==> config.mk <==
export PLATFORM = sky130hd
export DESIGN_NAME = palette_bank_hdma_registers
export DESIGN_NICKNAME = d
export VERILOG_FILES = /design/src/sv/pbhdma_pkg.sv /design/src/sv/palette_bank_hdma_registers.sv /design/src/sv/pbhdma_front.sv /design/src/sv/pbhdma_back.sv
export SDC_FILE = /design/constraint.sdc
export NUM_CORES = 2
export LEC_CHECK = 0
export BUFFER_PORTS_ARGS = -buffer_cell sky130_fd_sc_hd__buf_2
export CAP_MARGIN = 5
export CORE_AREA = 3 3 292 438
export DETAILED_ROUTE_END_ITERATION = 10
export DIE_AREA = 0 0 295 441
export MAX_ROUTING_LAYER = met4
export SYNTH_ARGS = -nofsm -noshare
export SYNTH_HDL_FRONTEND = slang
export SYNTH_SLANG_ARGS = --single-unit
==> constraint.sdc <==
create_clock -name i_clk -period 9.9 [get_ports i_clk]
set_clock_uncertainty 0.2 [all_clocks]
set_input_delay 1.98 -clock i_clk [delete_from_list [all_inputs] [get_ports i_clk]]
set_output_delay 1.98 -clock i_clk [all_outputs]
set_load 0.02 [all_outputs]
==> src/sv/pbhdma_pkg.sv <==
// Shared types and constants for the palette bank and HDMA register block.
package pbhdma_pkg;

    localparam int PalBytes = 64;
    localparam int PalIdxW  = 6;

    localparam logic [1:0] OP_READ   = 2'd0;
    localparam logic [1:0] OP_WRITE  = 2'd1;
    localparam logic [1:0] OP_HBLANK = 2'd2;
    localparam logic [1:0] OP_SPEED  = 2'd3;

    localparam logic [7:0] A_KEY1  = 8'h4d;
    localparam logic [7:0] A_VBK   = 8'h4f;
    localparam logic [7:0] A_HDMA1 = 8'h51;
    localparam logic [7:0] A_HDMA2 = 8'h52;
    localparam logic [7:0] A_HDMA3 = 8'h53;
    localparam logic [7:0] A_HDMA4 = 8'h54;
    localparam logic [7:0] A_HDMA5 = 8'h55;
    localparam logic [7:0] A_BCPS  = 8'h68;
    localparam logic [7:0] A_BCPD  = 8'h69;
    localparam logic [7:0] A_OCPS  = 8'h6a;
    localparam logic [7:0] A_OCPD  = 8'h6b;
    localparam logic [7:0] A_SVBK  = 8'h70;

    localparam logic [7:0] VBLANK_LINE = 8'd144;
    localparam logic [8:0] HBLANK_DOT  = 9'd252;

    typedef struct packed {
        logic [1:0] op;
        logic [7:0] reg_addr;
        logic [7:0] write_data;
        logic [7:0] scan_line;
        logic [8:0] line_dot;
    } t_in;

    typedef struct packed {
        logic        accepted;
        logic [7:0]  read_data;
        logic        xfer_valid;
        logic [15:0] xfer_source;
        logic [12:0] xfer_dest;
        logic [7:0]  xfer_blocks;
        logic        xfer_bank;
        logic [10:0] stall_cycles;
        logic        speed_switched;
        logic        vram_bank_out;
        logic [2:0]  wram_bank_out;
    } t_out;

    // Queue entry between the decode front and the execute back.
    typedef struct packed {
        t_in  item;
        logic en;
    } t_cmd;

endpackage

==> src/sv/palette_bank_hdma_registers.sv <==
// Top level of the palette bank and HDMA register block.
// A result passes through the front queue entry and then the back unit's result register.
// Throughput: one item per cycle while i_ready is high; the back unit's execute sets the rate.
// Reset is synchronous and active low; it clears the control and state registers (not the
// queue or result payloads) and both palettes (per-entry valid bits), so the block is ready once reset is released.
module palette_bank_hdma_registers (
    input  logic                i_clk,
    input  logic                i_rst_n,
    input  logic                i_cfg_we,
    input  logic                i_cfg_data,
    input  logic                i_valid,
    output logic                o_ready,
    input  pbhdma_pkg::t_in     i_item,
    output logic                o_valid,
    input  logic                i_ready,
    output pbhdma_pkg::t_out    o_item
);
    logic             r_color_mode;
    logic             q_valid, q_ready;
    pbhdma_pkg::t_cmd q_cmd;

    // Configuration register.
    always_ff @(posedge i_clk) begin
        if (!i_rst_n) r_color_mode <= 1'b0;
        else if (i_cfg_we) r_color_mode <= i_cfg_data;
    end

    pbhdma_front u_front (
        .i_clk(i_clk), .i_rst_n(i_rst_n), .i_valid(i_valid), .o_ready(o_ready),
        .i_item(i_item), .i_en(r_color_mode), .o_valid(q_valid), .i_ready(q_ready),
        .o_cmd(q_cmd)
    );

    pbhdma_back u_back (
        .i_clk(i_clk), .i_rst_n(i_rst_n), .i_valid(q_valid), .o_ready(q_ready),
        .i_cmd(q_cmd), .o_valid(o_valid), .i_ready(i_ready), .o_res(o_item)
    );
endmodule

==> src/sv/pbhdma_front.sv <==
// Front part: accepts items, tags them with the enable bit and queues them.
module pbhdma_front (
    input  logic                i_clk,
    input  logic                i_rst_n,
    input  logic                i_valid,
    output logic                o_ready,
    input  pbhdma_pkg::t_in     i_item,
    input  logic                i_en,
    output logic                o_valid,
    input  logic                i_ready,
    output pbhdma_pkg::t_cmd    o_cmd
);
    // Two-entry queue; the back side pops in order.
    pbhdma_pkg::t_cmd r_q [2];
    logic             r_wp, r_rp;
    logic [1:0]       r_cnt;
    logic             push, pop;

    assign o_ready = (r_cnt != 2'd2);
    assign o_valid = (r_cnt != 2'd0);
    assign o_cmd   = r_q[r_rp];
    assign push    = i_valid && o_ready;
    assign pop     = o_valid && i_ready;

    always_ff @(posedge i_clk) begin
        if (push) begin
            r_q[r_wp] <= '{item: i_item, en: i_en};
        end
        if (!i_rst_n) begin
            r_wp  <= 1'b0;
            r_rp  <= 1'b0;
            r_cnt <= 2'd0;
        end else begin
            if (push) r_wp <= ~r_wp;
            if (pop) r_rp <= ~r_rp;
            r_cnt <= r_cnt + {1'b0, push} - {1'b0, pop};
        end
    end

    a_cnt_max: assert property (@(posedge i_clk) disable iff (!i_rst_n) r_cnt <= 2'd2)
        else $error("queue count overflow");
    a_full_stall: assert property (@(posedge i_clk) disable iff (!i_rst_n)
        r_cnt == 2'd2 |-> !o_ready) else $error("ready while full");
    a_ptr: assert property (@(posedge i_clk) disable iff (!i_rst_n)
        (r_cnt == 2'd0 || r_cnt == 2'd2) |-> r_wp == r_rp) else $error("pointer mismatch");
endmodule

==> src/sv/pbhdma_back.sv <==
// Back part: executes register accesses, DMA commands and speed switches.
module pbhdma_back (
    input  logic                i_clk,
    input  logic                i_rst_n,
    input  logic                i_valid,
    output logic                o_ready,
    input  pbhdma_pkg::t_cmd    i_cmd,
    output logic                o_valid,
    input  logic                i_ready,
    output pbhdma_pkg::t_out    o_res
);
    logic [7:0]  r_bg_pal [pbhdma_pkg::PalBytes];
    logic [7:0]  r_obj_pal [pbhdma_pkg::PalBytes];
    logic [pbhdma_pkg::PalBytes-1:0] r_bg_vld, r_obj_vld;
    logic [7:0]  r_bg_rd, r_obj_rd;
    logic        r_dbl, r_arm, r_vbk;
    logic [2:0]  r_wsel;
    logic [7:0]  r_bgi, r_obji, r_last;
    logic [15:0] r_src;
    logic [12:0] r_dst;
    logic        r_act;
    logic [6:0]  r_rem;
    logic        r_ovld;
    pbhdma_pkg::t_out r_res;

    logic        n_dbl, n_arm, n_vbk, n_act;
    logic [2:0]  n_wsel;
    logic [7:0]  n_bgi, n_obji, n_last;
    logic [15:0] n_src;
    logic [12:0] n_dst;
    logic [6:0]  n_rem;
    pbhdma_pkg::t_out n_res;
    logic        fire, bg_we, obj_we;
    logic [pbhdma_pkg::PalIdxW-1:0] bg_a, obj_a, bg_na, obj_na;
    logic [7:0]  bg_rd, obj_rd, d, line;
    logic [8:0]  dot;
    logic [7:0]  blocks;
    logic [10:0] stall;
    logic        do_xfer;

    assign o_ready = !r_ovld || i_ready;
    assign fire    = i_valid && o_ready;
    assign o_valid = r_ovld;
    assign o_res   = r_res;
    assign bg_a    = r_bgi[pbhdma_pkg::PalIdxW-1:0];
    assign obj_a   = r_obji[pbhdma_pkg::PalIdxW-1:0];
    assign bg_na   = n_bgi[pbhdma_pkg::PalIdxW-1:0];
    assign obj_na  = n_obji[pbhdma_pkg::PalIdxW-1:0];
    assign bg_rd   = r_bg_rd;
    assign obj_rd  = r_obj_rd;
    assign d       = i_cmd.item.write_data;
    assign line    = i_cmd.item.scan_line;
    assign dot     = i_cmd.item.line_dot;

    // Execute one item against the current register state.
    always_comb begin
        n_dbl = r_dbl; n_arm = r_arm; n_vbk = r_vbk; n_wsel = r_wsel;
        n_bgi = r_bgi; n_obji = r_obji; n_last = r_last; n_src = r_src;
        n_dst = r_dst; n_act = r_act; n_rem = r_rem;
        n_res = '0;
        bg_we = 1'b0; obj_we = 1'b0;
        do_xfer = 1'b0; blocks = 8'd1; stall = r_dbl ? 11'd16 : 11'd8;
        if (i_cmd.en) begin
            case (i_cmd.item.op)
                pbhdma_pkg::OP_READ: begin
                    n_res.accepted = 1'b1;
                    case (i_cmd.item.reg_addr)
                        pbhdma_pkg::A_KEY1: n_res.read_data = {r_dbl, 6'h3f, r_arm};
                        pbhdma_pkg::A_VBK:  n_res.read_data = {7'h7f, r_vbk};
                        pbhdma_pkg::A_BCPS: n_res.read_data = r_bgi;
                        pbhdma_pkg::A_BCPD: n_res.read_data = bg_rd;
                        pbhdma_pkg::A_OCPS: n_res.read_data = r_obji;
                        pbhdma_pkg::A_OCPD: n_res.read_data = obj_rd;
                        pbhdma_pkg::A_SVBK: n_res.read_data = {5'h1f, r_wsel};
                        pbhdma_pkg::A_HDMA5: n_res.read_data = r_act ? {1'b0, r_rem} : 8'hff;
                        default: n_res.accepted = 1'b0;
                    endcase
                end
                pbhdma_pkg::OP_WRITE: begin
                    n_res.accepted = 1'b1;
                    case (i_cmd.item.reg_addr)
                        pbhdma_pkg::A_KEY1: n_arm = d[0];
                        pbhdma_pkg::A_VBK:  n_vbk = d[0];
                        pbhdma_pkg::A_BCPS: n_bgi = d;
                        pbhdma_pkg::A_BCPD: begin
                            bg_we = 1'b1;
                            if (r_bgi[7]) n_bgi = {2'b10, bg_a + 6'd1};
                        end
                        pbhdma_pkg::A_OCPS: n_obji = d;
                        pbhdma_pkg::A_OCPD: begin
                            obj_we = 1'b1;
                            if (r_obji[7]) n_obji = {2'b10, obj_a + 6'd1};
                        end
                        pbhdma_pkg::A_SVBK:  n_wsel = d[2:0];
                        pbhdma_pkg::A_HDMA1: n_src = {d, r_src[7:0]};
                        pbhdma_pkg::A_HDMA2: n_src = {r_src[15:8], d[7:4], 4'h0};
                        pbhdma_pkg::A_HDMA3: n_dst = {d[4:0], r_dst[7:0]};
                        pbhdma_pkg::A_HDMA4: n_dst = {r_dst[12:8], d[7:4], 4'h0};
                        pbhdma_pkg::A_HDMA5: begin
                            if (r_act && !d[7]) begin
                                n_act = 1'b0;
                            end else if (d[7]) begin
                                n_act = 1'b1;
                                n_rem = d[6:0];
                                if (line >= pbhdma_pkg::VBLANK_LINE) begin
                                    n_last = pbhdma_pkg::VBLANK_LINE - 8'd1;
                                end else if (dot >= pbhdma_pkg::HBLANK_DOT) begin
                                    do_xfer = 1'b1;
                                    n_last = line;
                                    if (d[6:0] == 7'd0) n_act = 1'b0;
                                    else n_rem = d[6:0] - 7'd1;
                                end else begin
                                    n_last = line - 8'd1;
                                end
                            end else begin
                                do_xfer = 1'b1;
                                blocks = {1'b0, d[6:0]} + 8'd1;
                                stall = {blocks, 3'b000};
                                n_act = 1'b0;
                            end
                        end
                        default: n_res.accepted = 1'b0;
                    endcase
                end
                pbhdma_pkg::OP_HBLANK: begin
                    if (r_act && line < pbhdma_pkg::VBLANK_LINE && line != r_last) begin
                        do_xfer = 1'b1;
                        n_last = line;
                        if (r_rem == 7'd0) n_act = 1'b0;
                        else n_rem = r_rem - 7'd1;
                    end
                end
                default: begin
                    if (r_arm) begin
                        n_dbl = ~r_dbl;
                        n_arm = 1'b0;
                        n_res.speed_switched = 1'b1;
                    end
                end
            endcase
        end
        if (do_xfer) begin
            n_res.xfer_valid   = 1'b1;
            n_res.xfer_source  = r_src;
            n_res.xfer_dest    = r_dst;
            n_res.xfer_blocks  = blocks;
            n_res.xfer_bank    = r_vbk;
            n_res.stall_cycles = stall;
            n_src = r_src + {4'h0, blocks, 4'h0};
            n_dst = r_dst + {1'b0, blocks, 4'h0};
        end
        n_res.vram_bank_out = n_vbk;
        n_res.wram_bank_out = (n_wsel == 3'd0) ? 3'd1 : n_wsel;
    end

    always_ff @(posedge i_clk) begin
        if (fire && bg_we) r_bg_pal[bg_a] <= d;
        if (fire && obj_we) r_obj_pal[obj_a] <= d;
        if (fire) r_res <= n_res;
        if (!i_rst_n) begin
            r_bg_vld <= '0; r_obj_vld <= '0;
            r_bg_rd <= 8'h00; r_obj_rd <= 8'h00;
            r_dbl <= 1'b0; r_arm <= 1'b0; r_vbk <= 1'b0; r_wsel <= 3'd1;
            r_bgi <= 8'd0; r_obji <= 8'd0; r_last <= 8'hff; r_src <= 16'd0;
            r_dst <= 13'd0; r_act <= 1'b0; r_rem <= 7'd0; r_ovld <= 1'b0;
        end else begin
            if (fire) begin
                if (bg_we) r_bg_vld[bg_a] <= 1'b1;
                if (obj_we) r_obj_vld[obj_a] <= 1'b1;
                // Registered palette read at the next index, with the byte written now
                // passed through when it lands on that index.
                if (bg_we && bg_na == bg_a) r_bg_rd <= d;
                else r_bg_rd <= r_bg_vld[bg_na] ? r_bg_pal[bg_na] : 8'h00;
                if (obj_we && obj_na == obj_a) r_obj_rd <= d;
                else r_obj_rd <= r_obj_vld[obj_na] ? r_obj_pal[obj_na] : 8'h00;
                r_dbl <= n_dbl; r_arm <= n_arm; r_vbk <= n_vbk; r_wsel <= n_wsel;
                r_bgi <= n_bgi; r_obji <= n_obji; r_last <= n_last; r_src <= n_src;
                r_dst <= n_dst; r_act <= n_act; r_rem <= n_rem;
            end
            if (fire) r_ovld <= 1'b1;
            else if (i_ready) r_ovld <= 1'b0;
        end
    end

    a_src_step: assert property (@(posedge i_clk) disable iff (!i_rst_n)
        fire && do_xfer |=> r_src[3:0] == $past(r_src[3:0]))
        else $error("source lost alignment");
    a_xfer_blocks: assert property (@(posedge i_clk) disable iff (!i_rst_n)
        r_ovld && r_res.xfer_valid |-> r_res.xfer_blocks != 8'd0)
        else $error("empty transfer");
    a_wram: assert property (@(posedge i_clk) disable iff (!i_rst_n)
        r_ovld |-> r_res.wram_bank_out != 3'd0) else $error("bank zero shown");
endmodule

==> results_dict.tcl <==
set metrics [dict create \
    outcome "finished clean" \
    nets 4525 \
    cts_resized 0 \
    io_buffers 93 \
    post-route-period-util_pct 64.10 \
    maxCapViolCount 0 \
    num_vias 36480 \
    post-cts-setup-buffers 0 \
    place_hpwl_um 93850 \
    synth_mux_area_share_pct 3.683 \
    drtPass1Iterations 6 \
    clockBufferDepth 3 \
    multiInputGateArea_sq_um 16210 \
    grt_pass1_vias 35700 \
    syn_to_final_growth_pct 10.86 \
    fillers 10860 \
    grt_pass1_wl_um 225100 \
    path_delay_family "compound AO/OA/AOI/OAI gates" \
    drc 0 \
    setup_tns_ns 0 \
    rows 159 \
    die_h_um 441 \
    synth_area_leaders "edfxtp_1 61%, dfxtp_1 7.5%, nand2_1 5.4%" \
    viasPerCell 5.909 \
    syn_area_sq_um 55950 \
    place.gp.congestion 0.8915 \
    clk_pin_slew_ns 0.07 \
    worstPathRequired_ns 10.38 \
    ys_seq_elements 1349 \
    h-tree-depth 4 \
    clock_sinks 1349 \
    cts_root_buf "clkbuf_16" \
    netlist_instances 4440 \
    cts_tree "yes" \
    r2r-end "u_back.bg_rd[5]" \
    end_kind "flop" \
    synth_largest_area_cell "edfxtp_1" \
    tightestPinTransition_ns 1.155 \
    period_minus_slack_ns 6.346 \
    crit_end "u_back.bg_rd[5]" \
    dp_slack_ns 3.584 \
    crit_fanout 78 \
    worstSetupStartpointType "flop" \
    grt_antenna_before_repair 11 \
    hold_violations 0 \
    max_slew_margin_pct 22.51 \
    synth_xor_xnor_area_share_pct 0.7357 \
    grt_remaining_overflow 0 \
    rrSetupSlack_ns 3.55 \
    start_util_pct 44.86 \
    synth_top_area_share_pct 61.13 \
    drt_iter0_markers 3299 \
    wire_per_inst_um 24.61 \
    die_w_um 295 \
    hold_buffers 0 \
    ys.flop_type "edfxtp_1" \
    crit_slowest_cell "o31ai_2" \
    cp_num_cells 15 \
    io_pins 107 \
    worstRegToRegCells 15 \
    core_area_sq_um 124700 \
    slowest_delay_ns 0.93 \
    clk_latency_ns 0.77 \
    cp_cell_sequence "mux2i_1 > ha_1 > nand2_1 > o31ai_2 > o2111ai_2 > buf_4 > nand2_4 > buf_4 > a211oi_1 > a31o_1 > a221oi_2 > o2111ai_1 > nor4_4 > o31ai_1 > a21boi_1" \
    fin_util_pct 49.73 \
    synth_fa_ha_area_share_pct 0.7200 \
    ys_types 101 \
    power.density_nw_per_um2 223.1 \
    crit_top_cell "buf_4" \
    final-setup-viol-count 0 \
    grt_max_degree 147 \
    maxSlewViolCount 0 \
    critPathArrivalTime_ns 6.83 \
    synth_compound_area_share_pct 10.14 \
    numCtsBuffers 132 \
    ys_seq_area_share_pct 68.64 \
    grt_use_total_pct 23.87 \
    ys_async_sr_fraction_pct 0 \
    yosys.area_share.simple_pct 13.37 \
    yosysWarnings 0 \
    dieArea_sq_um 130100 \
    drive_gt1_share_pct 10.30 \
    final_antenna_net_count 0 \
    hold_path_class "flop to flop" \
    syn_avg_cell_area_sq_um 12.60 \
    vdd_drop_max_mv 0.1845 \
    regArea_sq_um 38410 \
    fin_ws_ns 3.554 \
    cp_num_buf_inv 2 \
    critPathKind "flop to flop" \
    routed_wl_um 152000 \
    synth_edf_count 1139 \
    p_leak_nw 20.40 \
    hold_slack_ns 0.2620 \
    fmax_mhz 157.6 \
    fin_total_pwr_w 0.01384 \
    rsz0062_at_grt "no" \
    synth_top_family_by_area "simple AND/OR/NAND/NOR gates" \
]
worst reg2reg max path, cell delays in order, from the launching register on:
cell and delay, ns:
dfxtp_2 0.39, mux2i_1 0.35, ha_1 0.51, nand2_1 0.12
o31ai_2 0.93, o2111ai_2 0.20, buf_4 0.37, nand2_4 0.49
buf_4 0.73, a211oi_1 0.26, a31o_1 0.27, a221oi_2 0.28
o2111ai_1 0.23, nor4_4 0.51, o31ai_1 0.24, a21boi_1 0.18
cell type report:
type | instances | area share (%)
Sequential cell | 1349 | 61.92
Multi-Input combinational cell | 2778 | 26.13
Clock buffer | 173 | 5.823
Tap cell | 1610 | 3.247
Timing Repair Buffer | 151 | 1.513
Clock inverter | 69 | 1.067
Inverter | 41 | 0.2884
Antenna cell | 3 | 0.01210
cell usage in the layout, fill, tap and decap left out, types with 11 or more instances in the layout:
cell type / n
a211oi_1: 47
a21oi_1: 205
a221oi_1: 22
a22oi_1: 63
a311oi_1: 41
a31oi_1: 91
a32oi_1: 62
and2_1: 41
and3_1: 72
buf_2: 93
buf_4: 55
clkbuf_1: 30
clkbuf_16: 136
clkinv_1: 20
clkinv_2: 18
conb_1: 11
dfxtp_1: 209
edfxtp_1: 1139
ha_1: 29
inv_1: 31
mux2i_1: 79
mux4_2: 51
nand2_1: 806
nand2b_1: 11
nand3_1: 181
nand4_1: 15
nor2_1: 479
nor2b_1: 16
nor3_1: 45
nor4_1: 11
o211ai_1: 27
o21a_1: 16
o21ai_0: 49
o22ai_1: 30
xnor2_1: 41
flip-flops by register name, summed over array words and instances, names as in the netlist, 2 cells and up, named ones only:
register and flops:
u_back.r_bg_vld 64, u_front.r_cnt 2, u_back.o_res 47, u_back.r_dst 9
u_back.r_bgi 8, u_back.r_last 8, u_back.r_bg_pal 512, u_back.r_src 12
u_back.bg_rd 8, u_back.r_rem 7, u_back.r_obj_pal 512, u_back.r_wsel 3
u_back.r_obji 8, u_back.r_obj_vld 64, u_front.r_q 68, u_back.obj_rd 8
synth_stat cells (62+ instances only):
cell      number
dfxtp_1      210
clkbuf_1     119
nand3_1      181
a32oi_1       62
mux2i_1       81
nand2_1      807
a31oi_1       91
edfxtp_1    1139
a21oi_1      205
and3_1        73
buf_2         90
nor2_1       482
a22oi_1       64
how the worst min path moves through the flow:
stage | start | end | slack, ns | cells past startpoint
final | u_back.r_bg_vld[14] | u_back.r_bg_vld[14] | 0.26 | 2
after global routing | u_back.r_bg_vld[58] | u_back.r_bg_vld[58] | 0.29 | 2
after detailed placement | u_back.r_bg_vld[14] | u_back.r_bg_vld[14] | 0.25 | 2
after floorplan | r_color_mode | u_front.r_q[0][0] | 0.22 | 0
after CTS | u_back.r_bg_vld[14] | u_back.r_bg_vld[14] | 0.26 | 2
after global placement | u_back.r_bg_vld[48] | u_back.r_bg_vld[48] | 0.24 | 2
layer usage:
metal | part of all wire, % | GRT usage (%)
met3 | 5.5 | 2.817
met5 | 0 | -
met4 | 5.4 | 12.29
met1 | 38 | 28.00
met2 | 51 | 40.55
report_power, final:
group,internal (W),switching (W)
Combinational,0.000478,0.00156
Clock,0.00283,0.00217
Sequential,0.00667,0.000128
logic make-up (layout without fill, tap and decap cells):
kind of cell | count (synthesis) | count (layout)
simple gates | 1743 | 1743
fa+ha+maj | 31 | 31
xor+xnor | 47 | 47
compound gates | 805 | 805
other cells | 1 | 14
buf+inv | 323 | 434
flops | 1349 | 1349
mux | 141 | 141
stage by stage:
stage	cells	instance area, sq um
detailed placement	5929	57750
global placement	5929	57750
CTS	6171	62020
finish	6174	62030
floorplan	4450	55990
global route	6172	62030
(Power assumes the default switching activity.)
